<file path="src/hdl/sfq_ram.sv">
// ----------------------------------------------------------------------------
// sfq_ram
// Generic simple dual port RAM, one write and one registered read per cycle.
// ----------------------------------------------------------------------------
`default_nettype none

module sfq_ram #(
  parameter int WIDTH = 16,
  parameter int DEPTH = 128
) (
  input  wire logic                     clk_i,
  input  wire logic                     we_i,
  input  wire logic [$clog2(DEPTH)-1:0] waddr_i,
  input  wire logic [WIDTH-1:0]         wdata_i,
  input  wire logic [$clog2(DEPTH)-1:0] raddr_i,
  output logic      [WIDTH-1:0]         rdata_o
);

  logic [WIDTH-1:0] mem_q [DEPTH];

  // Write port
  always_ff @(posedge clk_i) begin
    if (we_i) begin
      mem_q[waddr_i] <= wdata_i;
    end
  end

  // Registered read port
  always_ff @(posedge clk_i) begin
    rdata_o <= mem_q[raddr_i];
  end

endmodule

`default_nettype wire

</file>
<file path="config.mk">
export PLATFORM = sky130hd
export DESIGN_NAME = sfq_ram
export DESIGN_NICKNAME = d
export VERILOG_FILES = /design/src/hdl/sfq_ram.sv
export SDC_FILE = /design/constraint.sdc
export NUM_CORES = 2
export LEC_CHECK = 0
export ABC_AREA = 1
export ABC_CLOCK_PERIOD_IN_PS = 2900
export BUFFER_PORTS_ARGS = -buffer_cell sky130_fd_sc_hd__buf_2
export CAP_MARGIN = 20
export CORE_UTILIZATION = 40
export CTS_CLUSTER_SIZE = 8
export DETAILED_ROUTE_END_ITERATION = 12
export MAX_ROUTING_LAYER = met4
export SLEW_MARGIN = 20
export SYNTH_ARGS = -nofsm -noshare
export SYNTH_HDL_FRONTEND = slang
export SYNTH_SLANG_ARGS = --single-unit
export TNS_END_PERCENT = 20
</file>
<file path="constraint.sdc">
create_clock -name clk_i -period 2.9 [get_ports clk_i]
set_clock_uncertainty 0.15 [all_clocks]
set_input_delay 0.58 -clock clk_i [delete_from_list [all_inputs] [get_ports clk_i]]
set_output_delay 0.58 -clock clk_i [all_outputs]
set_load 0.005 [all_outputs]
</file>
After elaboration in Yosys (flattened, before gate mapping)
Memories as Yosys holds them, arrays and structs flattened. A register that Yosys moved wholly into a read port is not among the register bits.
Index checks and enable logic that the tools add are counted.

word-level totals
  memories = 1
  output and inout port bits = 16
  register bits = 0
  latch bits = 0
  ROM bits = 0
  input bits = 32
  memory bits (writable) = 2048

memory list
  name   depth  bits a word  rd ports  clocked after memory_dff  write ports  RTL line  text
  mem_q  128    16           1         1                         1            19        logic [WIDTH-1:0] mem_q [DEPTH];

cells by class
  multiply operators = 0
  mux-type cells = 2
  order comparisons = 0
  shifts and indexed selects = 0
  reduce and logical (&&, ||, !) cells = 0
  div/mod/pow operators = 0
  $add $sub $neg = 0
  bitwise gates (word level) = 0
  equal/unequal tests = 0

operators with widths
  operator          count
  1-bit 2-to-1 mux  2

Longest topological paths before layout
  depth after elaboration = 2
  gate-level depth with buffers = 13
  mapped depth without buffers = 9

Worst setup path after synthesis
Ideal clock, no wire load.

  kind = input-to-reg
  start point = input port we_i
  end point = memory mem_q[105][0], enable pin
  data required time = 2.362 ns
  arrival = 1.896 ns
  path slack = 0.465 ns
  setup time = 0.388 ns
  path buffers = 2
  stages = 4
  cells stage by stage = clkbuf_1 -> nand2_1 -> clkbuf_1 -> nor2_1

between the ends
  cells in the longest elaborated chain, start to end = 2

ends and longest elaborated chain
  element                                 RTL line  text
  start, declared                         12        input wire logic we_i,
  1-bit 2-to-1 mux                        23        if (we_i) begin
  1-bit 2-to-1 mux (implied by the code)  24        mem_q[waddr_i] <= wdata_i;
  end, declared                           19

Every way passes these cells.

Worst setup path in the final report
  start point = register rdata_o[14], read port of mem_q
  end point = output port rdata_o[14]

RTL lines
  element          RTL line  text
  start, declared  16        output logic [WIDTH-1:0] rdata_o

No word-level cell between the ends.

==> impl_metrics.yaml <==
route:
  avgViaCountPerCell: 5.54
  wl_per_cell_um: 24.6
  vias: 55242
  antenna_left: 0
  first_pass_iters: 6
  drt_iter0_drc: 6459
  drt_wl_total_mm: 245
  drc: 0
power_and_ir_drop:
  p_leak_uw: 0.0349
  p_per_area_nw_per_um2: 702
  vdd_ir_drop_max_mv: 0.512
setup_path:
  critPathLaunchType: "register"
  path_cells: "buf_2"
  path_class: "register to output port"
  end_kind: "output port"
  cp.arrival_ps: 1680
  cp_num_buf_inv: 1
  slowest_delay_ps: 560
  critical_path.top_delay_family: "flip-flops"
  required_ps: 2170
  critPathMaxFanout: 1
  cp_slowest_cell: "dfxtp_1"
placed_design:
  io_buffers: 47
  dp_hpwl_mm: 149
  place_congestion: 0.877
  dp_slack_ps: -279
logic_synthesis:
  syn_inst: 6793
  ys_top_cells_by_area: "edfxtp_1 74%, nand3_1 12%, nand2_1 9.5%"
  yosys_warnings: 0
  synth_flop_cell: "edfxtp_1"
  synth_async_sr_flop_share_pct: 0
  synth-seq-cells: 2064
  syn-cell-area_sq_um: 82800
  synth_seq_area_share_pct: 74.6
  syn-num-nets: 6825
  syn_area_per_cell_sq_um: 12.2
  synth.distinct_cells: 15
  yosys.area.top_type: "edfxtp_1"
  synth_edf_count: 2048
  netlist.area_leader.share_pct: 74.2
die:
  initial_utilization_pct: 40.4
  die_h_um: 457
  fp.coreArea_sq_um: 205000
  die_area_sq_um: 209000
  die-width_um: 457
  ios: 48
  rows: 166
cells_and_area:
  synthToLayoutAreaGrowth_pct: 18.5
  layout_common_cells: "2,087 x nand2_1, 2,048 x edfxtp_1, 2,019 x nand3_1"
  fin_nets: 7239
  drive_gt1_share_pct: 12.1
  final_common_cell: "nand2_1"
clock_network:
  cts_tree: "built"
  root_buffer: "clkbuf_16"
  clock_sink_count: 2064
  clockBufferDepth: 4
  clock_latency_ps: 940
  cts_resized: 0
  htreeDepth: 5
  numCtsBuffers: 308
  path_clk_slew_ps: 50
global_routing:
  grt_pass1_vias: 52742
  grt_use_total_pct: 23.9
  antenna_found_initial: 13
  grt_first_pass_wirelength_mm: 360
  grt.overflow.total: 0
  grt_start_max_net_pins: 125
timing:
  tightestPinTransition_ps: 858
  post-route-min-period_ps: 2410
  fin_ws_ps: 490
  slew_violations: 0
  rsz0062_at_grt: "no"
  fin_tns_setup_ps: 0
  finalCritPeriodShare_pct: 83.1
  hold_violations: 0
  setup_violations: 0
  relSlewSlack_pct: 42.7
  max_freq_mhz: 415
run_status:
  status: "completed"
job:
  maxCapViolCount: 0
worst_hold_path:
  hold_class: "input port to register"
[state kept, by name, summed over array words and instances, names as in the netlist]
name     cells
mem_q     2048
rdata_o     16
[synth_stat cells, types with 2 or more instances]
library cell  count
nand2_1        2087
edfxtp_1       2048
nand3_1        2019
buf_2           251
nor2_1          134
clkbuf_1         81
buf_4            61
buf_1            41
buf_6            22
inv_1            21
dfxtp_1          16
nor3_1            8
inv_2             2
[layout make-up]
type / count / area [sq um]
Clock buffer: 382 / 8220
Timing Repair Buffer: 561 / 6060
Multi-Input combinational cell: 4248 / 18500
Fill cell: 17745 / 107000
Tap cell: 2688 / 3360
Antenna cell: 9 / 22.5
Clock inverter: 3 / 42.5
Sequential cell: 2064 / 61800
Inverter: 24 / 124
[worst paths after layout]
kind,slack (ps),cells past startpoint,startpoint,endpoint
max,490,1,rdata_o[14],rdata_o[14]
min,50,1,wdata_i[7],mem_q[38][7]
max reg2reg,870,8,mem_q[71][15],rdata_o[15]
min reg2reg,710,8,mem_q[8][2],rdata_o[2]
[layer usage]
metal | wire (um) | GRT usage [%]
met3 | 20200 | 3.91
met2 | 113000 | 36.0
met5 | 0 | -
met4 | 9590 | 9.19
met1 | 102000 | 32.5
[timing repair]
| action | 4_1_cts | 5_1_grt |
|---|---|---|
| endpoints found under the hold margin | 48 | 0 |
| hold buffers | 6 | 0 |
| setup buffers | 0 | 0 |
| endpoints found under the setup margin | 0 | 0 |
[power by group]
| group | total [uW] | internal (uW) | leakage [uW] | switching [uW] |
|---|---|---|---|---|
| clock | 31500 | 19500 | 0.00403 | 12000 |
| sequential | 33100 | 33000 | 0.0185 | 60.8 |
| combinational | 4340 | 1260 | 0.0123 | 3080 |
[stage by stage]
| step | instance area, sq um | utilization (%) | std cells | total power, uW | hold slack [ps] |
|---|---|---|---|---|---|
| 6_report | 98100 | 47.8 | 9979 | 68900 | 51.3 |
| 5_1_grt | 98100 | 47.8 | 9975 | 70700 | 37.5 |
| 4_1_cts | 98100 | 47.8 | 9970 | 69300 | 7.99 |
| 3_5_place_dp | 89800 | 43.8 | 9579 | 37900 | 692 |
| 3_3_place_gp | 89800 | 43.8 | 9579 | 37900 | 699 |
| 2_1_floorplan | 82800 | - | 6793 | 35600 | 529 |
[cell families (layout without fill, tap and decap cells)]
kind of cell | Yosys count | in the layout | share of synthesized area [%]
other cells | 0 | 9 | 0
simple gates | 4248 | 4248 | 22.3
flops | 2064 | 2064 | 74.6
buf+inv | 481 | 970 | 3.05
(Power assumes the default switching activity.)
